==> config.mk <==
export PLATFORM = sky130hd
export DESIGN_NAME = pov_clock_face_column_top_flat
export DESIGN_NICKNAME = d
export VERILOG_FILES = /design/src/rtl/core/pcfc_pkg.sv /design/src/rtl/core/pcfc_if.sv /design/src/rtl/core/pov_clock_face_column_top.sv /design/src/flat_wrapper.sv
export SDC_FILE = /design/constraint.sdc
export NUM_CORES = 1
export LEC_CHECK = 0
export BUFFER_PORTS_ARGS = -buffer_cell sky130_fd_sc_hd__buf_2
export CORE_ASPECT_RATIO = 1.25
export CORE_MARGIN = 2
export CORE_UTILIZATION = 25
export DETAILED_ROUTE_END_ITERATION = 8
export SYNTH_ARGS = -nofsm -noshare
export SYNTH_HDL_FRONTEND = slang
export SYNTH_SLANG_ARGS = --single-unit
export TNS_END_PERCENT = 20
==> constraint.sdc <==
create_clock -name i_clk -period 10.2 [get_ports i_clk]
set_input_delay 0.51 -clock i_clk [delete_from_list [all_inputs] [get_ports i_clk]]
set_output_delay 0.51 -clock i_clk [all_outputs]
set_load 0.1 [all_outputs]
==> src/rtl/core/pcfc_pkg.sv <==
// constants, types and face tables of the clock face column generator
package pcfc_pkg;

    localparam int unsigned SLOTS_PER_TURN = 180;

    localparam logic [7:0] LED_OFF   = 8'hff;
    localparam logic [7:0] LED_ON    = 8'h00;
    localparam logic [7:0] TICK_DOT  = 8'hfe;
    localparam logic [7:0] TICK_MARK = 8'hfc;
    localparam logic [7:0] SEC_MASK  = 8'h07;
    localparam logic [7:0] MIN_NB    = 8'h01;
    localparam logic [7:0] HOUR_MASK = 8'h0f;
    localparam logic [7:0] HOUR_NB1  = 8'h1f;
    localparam logic [7:0] HOUR_NB2  = 8'h3f;

    typedef struct packed {
        logic [7:0] col_d;
        logic [7:0] col_c;
        logic [7:0] col_b;
        logic [7:0] col_a;
    } t_column;

    localparam t_column COLUMN_DARK = '{col_d: LED_OFF, col_c: LED_OFF,
                                       col_b: LED_OFF, col_a: LED_OFF};

    // numeral face: 12, 3, 6, 9 bitmaps plus the hour dots
    function automatic logic [7:0] numeral_face(input logic [7:0] ang);
        logic [7:0] pix;
        unique case (ang)
            8'd1:                                pix = 8'hcd;
            8'd2, 8'd3, 8'd4:                    pix = 8'hb6;
            8'd5:                                pix = 8'hb9;
            8'd179:                              pix = 8'h80;
            8'd42, 8'd45, 8'd48:                 pix = 8'hf1;
            8'd43, 8'd47:                        pix = 8'hee;
            8'd44, 8'd46:                        pix = 8'hfe;
            8'd88:                               pix = 8'hd9;
            8'd89, 8'd90, 8'd91:                 pix = 8'hb6;
            8'd92:                               pix = 8'hc1;
            8'd132, 8'd138:                      pix = 8'hf1;
            8'd133, 8'd136, 8'd137:              pix = 8'hee;
            8'd134:                              pix = 8'hef;
            8'd135:                              pix = 8'he1;
            8'd15, 8'd30, 8'd60, 8'd75,
            8'd105, 8'd120, 8'd150, 8'd165:      pix = TICK_MARK;
            default:                             pix = LED_OFF;
        endcase
        return pix;
    endfunction

endpackage

==> src/rtl/core/pcfc_if.sv <==
// valid/ready channels of the clock face column generator

interface pcfc_in_if;
    logic       valid;
    logic       ready;
    logic [7:0] slot_count;
    logic [3:0] hour_value;
    logic [5:0] minute_value;
    logic [5:0] second_value;

    modport source (output valid, slot_count, hour_value, minute_value, second_value,
                    input ready);
    modport sink   (input valid, slot_count, hour_value, minute_value, second_value,
                    output ready);
endinterface

interface pcfc_out_if;
    logic       valid;
    logic       ready;
    logic [7:0] column_a;
    logic [7:0] column_b;
    logic [7:0] column_c;
    logic [7:0] column_d;
    logic       angle_in_range;

    modport source (output valid, column_a, column_b, column_c, column_d, angle_in_range,
                    input ready);
    modport sink   (input valid, column_a, column_b, column_c, column_d, angle_in_range,
                    output ready);
endinterface

interface pcfc_cfg_if;
    logic valid;
    logic ready;
    logic face_mode;

    modport source (output valid, face_mode, input ready);
    modport sink   (input valid, face_mode, output ready);
endinterface

==> src/rtl/core/pov_clock_face_column_top.sv <==
// Clock face column generator: one LED column per rotor slot.
// Each item passes through the input register, then the result register, where it
// waits until the result side takes it; a stall can hold it in either register.
// Throughput: one item per cycle while the result side keeps ready high; the
// input register and the result register each hold one item.
// Reset clears both valid flags, sets face_mode to 0 and the held column to all ones (dark).
module pov_clock_face_column_top (
    input  logic           i_clk,
    input  logic           i_rst_n,
    pcfc_in_if.sink        i_item,
    pcfc_cfg_if.sink       i_cfg,
    pcfc_out_if.source     o_result
);

    logic        r_s1_valid;
    logic [7:0]  r_slot;
    logic [3:0]  r_hour;
    logic [5:0]  r_min;
    logic [5:0]  r_sec;

    logic        r_face_mode;
    logic        r_out_valid;
    logic        r_out_inr;
    pcfc_pkg::t_column r_held;

    logic        s1_advance;
    logic        in_take;
    logic        n_inr;
    pcfc_pkg::t_column n_col;

    assign s1_advance     = r_s1_valid && (!r_out_valid || o_result.ready);
    assign i_item.ready   = !r_s1_valid || !r_out_valid || o_result.ready;
    assign in_take        = i_item.valid && i_item.ready;
    assign i_cfg.ready    = 1'b1;

    assign o_result.valid          = r_out_valid;
    assign o_result.column_a       = r_held.col_a;
    assign o_result.column_b       = r_held.col_b;
    assign o_result.column_c       = r_held.col_c;
    assign o_result.column_d       = r_held.col_d;
    assign o_result.angle_in_range = r_out_inr;

    // column computation from the registered item
    always_comb begin
        logic [7:0]  ang;
        logic [16:0] prod3;
        logic [7:0]  q3;
        logic [9:0]  mul3;
        logic [16:0] prod15;
        logic [4:0]  q15;
        logic [9:0]  mul15;
        logic [11:0] prod12;
        logic [2:0]  mq;
        logic [4:0]  m3;
        logic [9:0]  hp;
        logic [9:0]  ang1;
        logic [9:0]  ang2;
        logic [9:0]  angw;
        logic [9:0]  mn3;
        logic [9:0]  sc3;
        logic        div3;
        logic        div15;
        logic [7:0]  a;
        logic [7:0]  b;
        logic [7:0]  c;
        logic [7:0]  d;

        ang    = r_slot - 8'd1;
        angw   = 10'(ang);
        ang1   = angw + 10'd1;
        ang2   = angw + 10'd2;
        // divide by 3 and by 15 through reciprocal multiplies, exact for 8-bit values
        prod3  = 17'(ang) * 17'd171;
        q3     = 8'(prod3 >> 9);
        mul3   = 10'(q3) * 10'd3;
        div3   = (mul3 == angw);
        prod15 = 17'(ang) * 17'd137;
        q15    = 5'(prod15 >> 11);
        mul15  = 10'(q15) * 10'd15;
        div15  = (mul15 == angw);
        // minute / 12, exact for every 6-bit minute value
        prod12 = 12'(r_min) * 12'd43;
        mq     = 3'(prod12 >> 9);
        m3     = 5'(mq) * 5'd3;
        hp     = 10'(r_hour) * 10'd15 + 10'(m3);
        mn3    = 10'(r_min) * 10'd3;
        sc3    = 10'(r_sec) * 10'd3;

        n_inr  = (angw <= 10'(pcfc_pkg::SLOTS_PER_TURN));

        b = pcfc_pkg::LED_OFF;
        c = pcfc_pkg::LED_OFF;
        d = pcfc_pkg::LED_OFF;
        if (r_face_mode) begin
            a = pcfc_pkg::numeral_face(ang);
        end else begin
            a = div3 ? pcfc_pkg::TICK_DOT : pcfc_pkg::LED_OFF;
            if (div15 || ang == 8'd179 || ang == 8'd1) begin
                a = a & pcfc_pkg::TICK_MARK;
            end
        end

        if (div3) begin
            if (angw == sc3 || ang == 8'd179) begin
                a = a & pcfc_pkg::SEC_MASK;
                b = pcfc_pkg::LED_ON;
                c = pcfc_pkg::LED_ON;
                d = pcfc_pkg::LED_ON;
            end
            if (angw == mn3) begin
                b = pcfc_pkg::LED_ON;
                c = pcfc_pkg::LED_ON;
                d = pcfc_pkg::LED_ON;
            end
            if (angw == hp) begin
                b = b & pcfc_pkg::HOUR_MASK;
                c = pcfc_pkg::LED_ON;
                d = pcfc_pkg::LED_ON;
            end
        end else begin
            if (ang == 8'd1 || ang == 8'd179) begin
                a = a & pcfc_pkg::TICK_MARK;
                c = pcfc_pkg::LED_OFF;
                d = pcfc_pkg::LED_OFF;
            end
            // hand neighbors, compared without going below zero
            if (ang1 == mn3 || angw == mn3 + 10'd1) begin
                b = b & pcfc_pkg::MIN_NB;
                c = pcfc_pkg::LED_ON;
                d = pcfc_pkg::LED_ON;
            end
            if (ang1 == hp || angw == hp + 10'd1) begin
                b = b & pcfc_pkg::HOUR_NB1;
                c = pcfc_pkg::LED_ON;
                d = pcfc_pkg::LED_ON;
            end
            if (ang2 == hp || angw == hp + 10'd2) begin
                b = b & pcfc_pkg::HOUR_NB2;
                c = pcfc_pkg::LED_ON;
                d = pcfc_pkg::LED_ON;
            end
            // minute hand at twelve also marks both sides of the seam
            if (r_min == 6'd0) begin
                if (ang1 == 10'(pcfc_pkg::SLOTS_PER_TURN) || ang == 8'd1) begin
                    b = b & pcfc_pkg::MIN_NB;
                    c = pcfc_pkg::LED_ON;
                    d = pcfc_pkg::LED_ON;
                end
            end
            // hour hand near twelve wraps to the end of the turn
            if (r_hour == 4'd0) begin
                if (ang1 == 10'(pcfc_pkg::SLOTS_PER_TURN) + 10'(m3)
                        || angw == hp + 10'd1) begin
                    b = b & pcfc_pkg::HOUR_NB1;
                    c = pcfc_pkg::LED_ON;
                    d = pcfc_pkg::LED_ON;
                end
                if (ang2 == 10'(pcfc_pkg::SLOTS_PER_TURN) + 10'(m3)
                        || angw == hp + 10'd2) begin
                    b = b & pcfc_pkg::HOUR_NB2;
                    c = pcfc_pkg::LED_ON;
                    d = pcfc_pkg::LED_ON;
                end
            end
        end

        n_col = '{col_d: d, col_c: c, col_b: b, col_a: a};
    end

    always_ff @(posedge i_clk) begin
        if (!i_rst_n) begin
            r_s1_valid  <= 1'b0;
            r_out_valid <= 1'b0;
            r_face_mode <= 1'b0;
            r_held      <= pcfc_pkg::COLUMN_DARK;
        end else begin
            if (i_cfg.valid && i_cfg.ready) begin
                r_face_mode <= i_cfg.face_mode;
            end
            if (in_take) begin
                r_s1_valid <= 1'b1;
            end else if (s1_advance) begin
                r_s1_valid <= 1'b0;
            end
            if (s1_advance) begin
                r_out_valid <= 1'b1;
                r_out_inr   <= n_inr;
                // out-of-range angles resend the held column
                if (n_inr) begin
                    r_held <= n_col;
                end
            end else if (o_result.ready) begin
                r_out_valid <= 1'b0;
            end
        end
    end

    always_ff @(posedge i_clk) begin
        if (in_take) begin
            r_slot <= i_item.slot_count;
            r_hour <= i_item.hour_value;
            r_min  <= i_item.minute_value;
            r_sec  <= i_item.second_value;
        end
    end

endmodule

==> src/flat_wrapper.sv <==
// flat-port wrapper written by rule: the top's interface ports become plain ports
module pov_clock_face_column_top_flat 
  (i_clk, i_rst_n, i_item_valid, i_item_slot_count, i_item_hour_value, i_item_minute_value, i_item_second_value, i_item_ready, i_cfg_valid, i_cfg_face_mode, i_cfg_ready, o_result_valid, o_result_column_a, o_result_column_b, o_result_column_c, o_result_column_d, o_result_angle_in_range, o_result_ready);
  pcfc_in_if i_item_i ();
  pcfc_cfg_if i_cfg_i ();
  pcfc_out_if o_result_i ();
  input  logic i_clk;
  input  logic i_rst_n;
  input wire logic [$bits(i_item_i.valid)-1:0] i_item_valid;
  input wire logic [$bits(i_item_i.slot_count)-1:0] i_item_slot_count;
  input wire logic [$bits(i_item_i.hour_value)-1:0] i_item_hour_value;
  input wire logic [$bits(i_item_i.minute_value)-1:0] i_item_minute_value;
  input wire logic [$bits(i_item_i.second_value)-1:0] i_item_second_value;
  output wire logic [$bits(i_item_i.ready)-1:0] i_item_ready;
  input wire logic [$bits(i_cfg_i.valid)-1:0] i_cfg_valid;
  input wire logic [$bits(i_cfg_i.face_mode)-1:0] i_cfg_face_mode;
  output wire logic [$bits(i_cfg_i.ready)-1:0] i_cfg_ready;
  output wire logic [$bits(o_result_i.valid)-1:0] o_result_valid;
  output wire logic [$bits(o_result_i.column_a)-1:0] o_result_column_a;
  output wire logic [$bits(o_result_i.column_b)-1:0] o_result_column_b;
  output wire logic [$bits(o_result_i.column_c)-1:0] o_result_column_c;
  output wire logic [$bits(o_result_i.column_d)-1:0] o_result_column_d;
  output wire logic [$bits(o_result_i.angle_in_range)-1:0] o_result_angle_in_range;
  input wire logic [$bits(o_result_i.ready)-1:0] o_result_ready;
  assign i_item_i.valid = i_item_valid;
  assign i_item_i.slot_count = i_item_slot_count;
  assign i_item_i.hour_value = i_item_hour_value;
  assign i_item_i.minute_value = i_item_minute_value;
  assign i_item_i.second_value = i_item_second_value;
  assign i_item_ready = i_item_i.ready;
  assign i_cfg_i.valid = i_cfg_valid;
  assign i_cfg_i.face_mode = i_cfg_face_mode;
  assign i_cfg_ready = i_cfg_i.ready;
  assign o_result_valid = o_result_i.valid;
  assign o_result_column_a = o_result_i.column_a;
  assign o_result_column_b = o_result_i.column_b;
  assign o_result_column_c = o_result_i.column_c;
  assign o_result_column_d = o_result_i.column_d;
  assign o_result_angle_in_range = o_result_i.angle_in_range;
  assign o_result_i.ready = o_result_ready;
  pov_clock_face_column_top u_core (.i_clk(i_clk), .i_rst_n(i_rst_n), .i_item(i_item_i), .i_cfg(i_cfg_i), .o_result(o_result_i));
endmodule
==> flow_summary.ini, run 1 <==
[status]
outcome = complete, no violations

[cells_and_area]
fill_cells = 3600
layout_common_cells = ha_1 (170), inv_1 (108), xnor2_1 (75)
final_common_cell = ha_1
area_growth_pct = 9.13
layout-drive-gt1-share_pct = 10.2
regArea_mm2 = 0.00107
nNetsFinal = 1242
multi_input_area_mm2 = 0.00682
layout.cells.non_filler = 1430
antennaDiodeCount = 0

[logic_synthesis]
yosys_warnings = 0
syn_inst = 977
yosysSeqAreaShare_pct = 12.5
syn_area_mm2 = 0.00857
yosysUniqueCellTypes = 76
async_flop_share_pct = 0
synth_edf_count = 25
synth_flop_cell = edfxtp_1
ys_seq_elements = 41
synthTopCellsByArea = ha_1 (25%), edfxtp_1 (8.8%), fa_1 (8.4%)
yosysTopAreaCell = ha_1
synth_nets = 1213
synth_top_cell_area_share_pct = 24.8
syn_area_per_cell_um2 = 8.78

[clock_network]
cts_tree = built
hold_buffers = 0
ctsResizeCount = 0
ctsRootBufferMaster = clkbuf_16
path_clk_slew_ps = 60
cts-htree-levels = 2
cts_buffers = 5
clk_latency_ps = 300
max-clock-path-buffers = 2
cts_setup_buffers = 0
cts.sinks = 41

[placement]
dp_slack_ps = 1430
hpwl_mm = 18.3
dp.cells = 1422
portBuffers = 64
gp_congestion = 0.890

[die]
die_w_um = 170
die_y_um = 211
dieArea_mm2 = 0.0358
boundaryPins = 66
core_area_mm2 = 0.0337
rows = 75
initial_utilization_pct = 25.5

[sta]
skew_ps = 8.80
final-setup-viol-count = 0
finalCriticalPeriod_ps = 8810
whs_ps = 385
slew_headroom_pct = 22.4
finalSetupTns_ps = 0
worst_slew_pin_slew_ps = 1160
hold_violations = 0
fin_ws_ps = 1390
fmax_mhz = 113
rsz0062_at_grt = no
finalMaxSlewViolations = 0
min_period_over_period_pct = 86.4

[grt]
grt_pass1_wl_mm = 35.5
antenna_found_initial = 0
grt_max_degree = 25
track_usage_pct = 12.2
grt_pass1_vias = 7066
gr-total-overflow = 0

[drt]
vias_per_cell = 4.97
remaining_drc_errors = 0
wire_per_inst_um = 15.4
dr.pass1.iters = 6
drt-initial-drc-count = 406
dr_total_vias = 7109
routed_wirelength_mm = 22.0
ant_nets = 0

[worst_hold_path]
min_path_type = in2reg

[power]
pwr-share-clk_pct = 7.2
p_leak_nw = 4.19
p_per_area_mw_per_mm2 = 262
p_sw_w = 0.00129
vdd.ir_drop.worst_mv = 0.175
p_seq_share_pct = 8.3
swShare_pct = 52.6
power_frac_comb_pct = 84.6
intPower_w = 0.00116

[worst_setup_path]
cpPeakStageDelay_ps = 680
worstSetupPathType = reg2reg
crit_top_cell = ha_1
cp.arrival_ps = 8980
critPathSlowestCell = edfxtp_1
crit_fanout = 18
critPathBufInv = 4
critPathCaptureType = register
crit_required_ps = 10370
r2r_slack_ps = 1390
cp-start-kind = register
critPathTopFamily = adder cells

[job]
max_cap_violations = 0
-- metal layers --
layer,track usage (%),wire length (um),vias up,part of all wire [%]
met4,3.92,592,0,2.7
met1,14.2,9150,3403,42
met5,0,0,-,0
li1,-,-,3529,-
met2,23.2,11600,140,53
met3,1.37,650,37,3.0
-- layout make-up --
type / count / share of cell area [%]
clock buffers: 6 / 1.60
clock inverters: 2 / 0.160
inverters: 112 / 4.49
multi-input cells: 778 / 72.9
flip-flops and latches: 41 / 11.4
well taps: 423 / 5.66
repair buffers: 68 / 3.74
-- through the flow --
step           power, W  utilization [%]  area [um2]
4_1_cts         0.00245             27.8        9360
3_5_place_dp    0.00225             27.3        9190
5_1_grt         0.00270             27.8        9360
3_3_place_gp    0.00224             27.3        9190
2_1_floorplan   0.00188                -        8570
6_report        0.00245             27.8        9360
-- flip-flops by register name, summed over array words and instances, names as in the netlist, 4 cells and up --
| register | count |
|---|---|
| u_core.o_result.column_a | 8 |
| u_core.r_slot | 8 |
| u_core.r_min | 6 |
| u_core.r_sec | 6 |
| u_core.o_result.column_b | 4 |
| u_core.r_hour | 4 |
-- worst paths after layout --
path	start	to	cells after the start
worst max register to register	u_core.r_slot[0]	u_core.o_result.column_a[0]	31
worst max-delay path	u_core.r_slot[0]	u_core.o_result.column_a[0]	31
worst min register to register	u_core.o_result.column_a[7]	u_core.o_result.column_a[7]	2
worst min-delay path	i_item_second_value[2]	u_core.r_sec[2]	1
-- synthesized netlist by cell type, types with 5 or more instances --
master       n
ha_1       170
inv_1      108
xnor2_1     75
nand2_1     47
nand3_1     41
nor2_1      41
a21oi_1     38
fa_1        36
xor2_1      33
o21ai_0     31
nor3_1      29
edfxtp_1    25
buf_4       21
o211ai_1    18
clkbuf_1    17
dfxtp_1     16
nand4_1     14
a211oi_1    11
and3_1      11
or3_1       11
a21o_1      10
xnor3_1     10
nand4b_1     9
nor4_1       9
o2111ai_1    9
a31oi_1      8
buf_2        8
mux2i_1      7
and2_1       6
nor2b_1      6
nor3b_1      6
a22oi_1      5
nor4b_1      5
o22ai_1      5
or2_2        5
-- cells by family after synthesis --
group                      synth area share, %
AOI/OAI and AO/OA                         14.3
xor gates and xnor gates                  14.1
adders and majority gates                 33.2
buffers and inverters                     7.95
DFF                                       12.5
muxes                                    0.949
other                                   0.0437
and+or+nand+nor                           16.9
-- worst reg2reg max path, delay by kind of cell (launching register included) --
family,cells,cell delay [ps]
XOR/XNOR,2,360
AND/OR/NAND/NOR,6,1240
buffers and inverters,4,1170
AO/OA/AOI/OAI,11,2060
adder cells (fa/ha/maj),8,3190
flip-flops,1,680
-- power groups by stage --
stage	Clock, W	Combinational [W]	Sequential [W]
finish	0.000175	0.00207	0.000203
global route	0.000185	0.00231	0.000205
CTS	0.000179	0.00206	0.000203
detailed placement	0	0.00205	0.000206
global placement	0	0.00203	0.000206
floorplan	0	0.00166	0.000222
(Power assumes the default switching activity.)
==> run 2, diff against run 1 <==
- CORE_ASPECT_RATIO: 1.25 -> unset
==> run 2 against run 1 <==
- hold slack got worse by 4.0 ps
- cell count grew 1.9%
- total power is 0.90% lower
- register-to-register slack better by 370 ps
- via count increased by 0.17%
- largest cell class unchanged
==> flow_summary.ini, run 2 (synthesis gave the netlist of run 1 again) <==
[cells_and_area]
layout-drive-gt1-share_pct = 10.4
antennaDiodeCount = 0
area_growth_pct = 9.40
nNetsFinal = 1244
final_common_cell = ha_1
regArea_mm2 = 0.00107
post-route-util_pct = 27.9
multi_input_area_mm2 = 0.00682
layout_common_cells = ha_1 (170), inv_1 (108), xnor2_1 (75)
stdcell_area_mm2 = 0.00938
fill_cells = 3572

[clock_network]
ctsResizeCount = 0
max-clock-path-buffers = 2
hold_buffers = 0
cts.sinks = 41
path_clk_slew_ps = 70
clk_latency_ps = 300
cts_tree = built
cts_buffers = 5
cts_setup_buffers = 0
cts-htree-levels = 2
ctsRootBufferMaster = clkbuf_16

[worst_setup_path]
worstSetupPathType = reg2reg
critPathSlowestCell = ha_1
critPathCaptureType = register
cp.arrival_ps = 8610
cp-start-kind = register
crit_fanout = 18
rr_worst_depth = 31
cpPeakStageDelay_ps = 600
crit_required_ps = 10370

[die]
boundaryPins = 66
rows = 67
initial_utilization_pct = 25.5
dieArea_mm2 = 0.0358
die_w_um = 189
die_y_um = 189
core_area_mm2 = 0.0336

[grt]
track_usage_pct = 12.3
grt_pass1_wl_mm = 35.7
gr-total-overflow = 0
grt_pass1_vias = 7087
antenna_found_initial = 0
grt_max_degree = 25

[drt]
remaining_drc_errors = 0
dr.pass1.iters = 5
routed_wirelength_mm = 22.0
vias_per_cell = 4.89
drt-initial-drc-count = 532
wire_per_inst_um = 15.1
dr_total_vias = 7121
ant_nets = 0

[sta]
hold_violations = 0
slew_headroom_pct = 37.0
rsz0062_at_grt = no
min_period_over_period_pct = 82.8
fmax_mhz = 118
fin_ws_ps = 1760
finalCriticalPeriod_ps = 8440
skew_ps = 11.3
finalSetupTns_ps = 0
final-setup-viol-count = 0
whs_ps = 381
worst_slew_pin_slew_ps = 938
finalMaxSlewViolations = 0

[placement]
place_area_mm2 = 0.00924
hpwl_mm = 17.8
dp_slack_ps = 1790
portBuffers = 64
gp_congestion = 0.876

[job]
max_cap_violations = 0

[status]
outcome = complete, no violations

[power]
vdd.ir_drop.worst_mv = 0.169
p_leak_nw = 4.19
p_per_area_mw_per_mm2 = 259

[worst_hold_path]
min_path_type = in2reg
hold_depth = 1
==> run 2: metrics by stage <==
stage	cells	total power, W
after global placement	1449	0.00222
after floorplan	977	0.00188
after global routing	1457	0.00269
after CTS	1457	0.00242
final	1457	0.00243
after detailed placement	1449	0.00224
==> run 2: routing by layer <==
metal	part of all wire (%)	track usage, %	wire (um)
met5	0	0	0
met4	2.4	3.88	524
met3	4.8	1.41	1060
met2	46	20.7	10200
met1	46	16.5	10200
==> run 2: worst paths after layout <==
check	start	endpoint	slack [ps]
worst min register to register	u_core.o_result.column_a[7]	u_core.o_result.column_a[7]	480
worst min-delay path	i_item_minute_value[0]	u_core.r_min[0]	380
worst max register to register	u_core.r_slot[0]	u_core.o_result.column_a[0]	1760
worst max-delay path	u_core.r_slot[0]	u_core.o_result.column_a[0]	1760
==> run 2: cell type report <==
cell class	instances	area share, %
timing repair buffer	70	3.89
clock inverter	3	0.173
tap	448	5.98
clock buffer	5	1.33
inverter	112	4.48
multi-input combinational	778	72.7
sequential	41	11.4
==> run 2: report_power, final <==
part	switching (W)	leakage [nW]	internal [W]
clock	0.0000699	0.0739	0.0000900
sequential	0.0000157	0.375	0.000186
combinational	0.00120	3.74	0.000867
total	0.00128	4.19	0.00114
==> run 2: worst max-delay path: cells and delay by family, from the launching register on <==
family	cells	cell delay, ps
AO/OA/AOI/OAI	11	1820
XOR/XNOR	1	350
adder cells (fa/ha/maj)	7	3030
buffers and inverters	6	1040
flip-flops	1	360
AND/OR/NAND/NOR	6	1710
==> run 3, diff against run 2 <==
- clock period: 10.2 -> 8.6 ns (I/O delays scaled with it)
==> run 3 against run 2 <==
- design area rose by 1.2%
- clock power rose by 44%
- utilization rose by 0.33 points
- sequential share of layout area fell by 0.13 points
- first-iteration DRC count fell by 7.3%
- fmax rose by 4.4%
- setup slack got worse by 1200 ps
- sequential power rose by 19%
- cell count rose by 0.62%
- combinational power rose by 18%
- highest routed layer unchanged
==> flow_summary.ini, run 3 (synthesis gave the netlist of run 1 again) <==
[status]
outcome = complete, no violations

[worst_setup_path]
cp.arrival_ps = 8270
rr_worst_depth = 29
r2r_slack_ps = 510
critPathTopFamily = adder cells
cp.depth = 29
cpPeakStageDelay_ps = 640
critPathBufInv = 5
critPathCaptureType = register
r2r-end = u_core.o_result.column_c[6]
crit_fanout = 11
crit_top_cell = ha_1
r2r-start = u_core.r_slot[0]
cp-start-kind = register
critPathSlowestCell = edfxtp_1
worstSetupPathType = reg2reg
crit_required_ps = 8780

[worst_hold_path]
min_from = i_item_minute_value[2]
hold_depth = 1
min_path_type = in2reg
min_to = u_core.r_min[2]

[grt]
met2_usage_pct = 21.8
grt_busiest_layer = met2
track_usage_pct = 12.4
antenna_found_initial = 0
grtUsageMet1_pct = 16.7
met3_usage_pct = 1.33
gr-total-overflow = 0
grt_pass1_wl_mm = 36.1
grt_pass1_vias = 7033
grt_max_degree = 25

[clock_network]
hold_buffers = 0
ctsResizeCount = 0
clk_latency_ps = 300
cts_buffers = 5
cts_setup_buffers = 0
ctsRootBufferMaster = clkbuf_16
path_clk_slew_ps = 70
cts.sinks = 41
cts-htree-levels = 2
cts_tree = built
max-clock-path-buffers = 2

[die]
rows = 67
die_w_um = 189
core_area_mm2 = 0.0336
dieArea_mm2 = 0.0358
die_y_um = 189
initial_utilization_pct = 25.5
boundaryPins = 66

[cells_and_area]
area_growth_pct = 10.7
multi_input_area_mm2 = 0.00682
stdcell_area_mm2 = 0.00949
layout-drive-gt1-share_pct = 11.2
layout_common_cells = ha_1 (170), inv_1 (108), xnor2_1 (75)
regArea_mm2 = 0.00107
final_common_cell = ha_1
fill_cells = 3563
nNetsFinal = 1253
antennaDiodeCount = 0

[sta]
finalCriticalPeriod_ps = 8090
skew_ps = 8.24
final-setup-viol-count = 0
rsz0062_at_grt = no
fmax_mhz = 124
finalMaxSlewViolations = 0
slew_headroom_pct = 40.6
min_period_over_period_pct = 94.0
worst_slew_pin_slew_ps = 884
finalSetupTns_ps = 0
hold_violations = 0

[drt]
routed_wirelength_mm = 22.3
dr_total_vias = 7136
dr.pass1.iters = 5
remaining_drc_errors = 0
vias_per_cell = 4.87
drt-initial-drc-count = 493
wire_per_inst_um = 15.2
ant_nets = 0

[power]
p_leak_nw = 4.25
p_per_area_mw_per_mm2 = 308
vdd.ir_drop.worst_mv = 0.228

[job]
max_cap_violations = 0

[placement]
gp_congestion = 0.872
place_area_mm2 = 0.00931
hpwl_mm = 18.4
portBuffers = 64
run 3: worst max path at each step:
stage                     slack, ps              from                          end
after global routing            100  u_core.r_slot[0]  u_core.o_result.column_c[6]
after global placement          700  u_core.r_slot[0]  u_core.o_result.column_c[6]
after CTS                       560  u_core.r_slot[0]  u_core.o_result.column_b[4]
after floorplan                1130  u_core.r_slot[0]  u_core.o_result.column_a[0]
final                           510  u_core.r_slot[0]  u_core.o_result.column_c[6]
after detailed placement        590  u_core.r_slot[0]  u_core.o_result.column_b[4]
run 3: worst register-to-register path, delay by kind of cell (launching register included):
family / cells / cell delay, ps
fa+ha+maj: 7 / 2750
compound gates: 8 / 1720
simple gates: 5 / 1170
xor+xnor: 4 / 950
buf+inv: 5 / 740
flops: 1 / 640
run 3: metrics by stage:
step / total power [W] / util, % / hold slack (ps) / std cells / setup WS, ps
floorplan: 0.00223 / - / 511 / 977 / 1130
global placement: 0.00262 / 27.7 / 456 / 1458 / 704
detailed placement: 0.00266 / 27.7 / 459 / 1458 / 586
CTS: 0.00292 / 28.2 / 297 / 1466 / 562
global route: 0.00323 / 28.2 / 300 / 1466 / 99.5
finish: 0.00292 / 28.2 / 304 / 1466 / 512
run 3: power by group:
| group | total (W) | switching [W] | internal (W) |
|---|---|---|---|
| sequential | 0.000240 | 0.0000186 | 0.000221 |
| clock | 0.000231 | 0.0000872 | 0.000144 |
| combinational | 0.00245 | 0.00142 | 0.00103 |
| total | 0.00292 | 0.00152 | 0.00140 |
run 3: routing by layer:
layer | vias up | part of all wire [%]
met2 | 176 | 48
met4 | 0 | 1.3
li1 | 3558 | -
met5 | - | 0
met1 | 3378 | 46
met3 | 24 | 4.9
run 3: cell type report:
class                      instances  area share [%]
multi-input combinational        778            71.9
clock buffer                       7            1.85
tap                              448            5.91
inverter                         112            4.43
sequential                        41            11.3
clock inverter                     1          0.0923
timing repair buffer              79            4.56
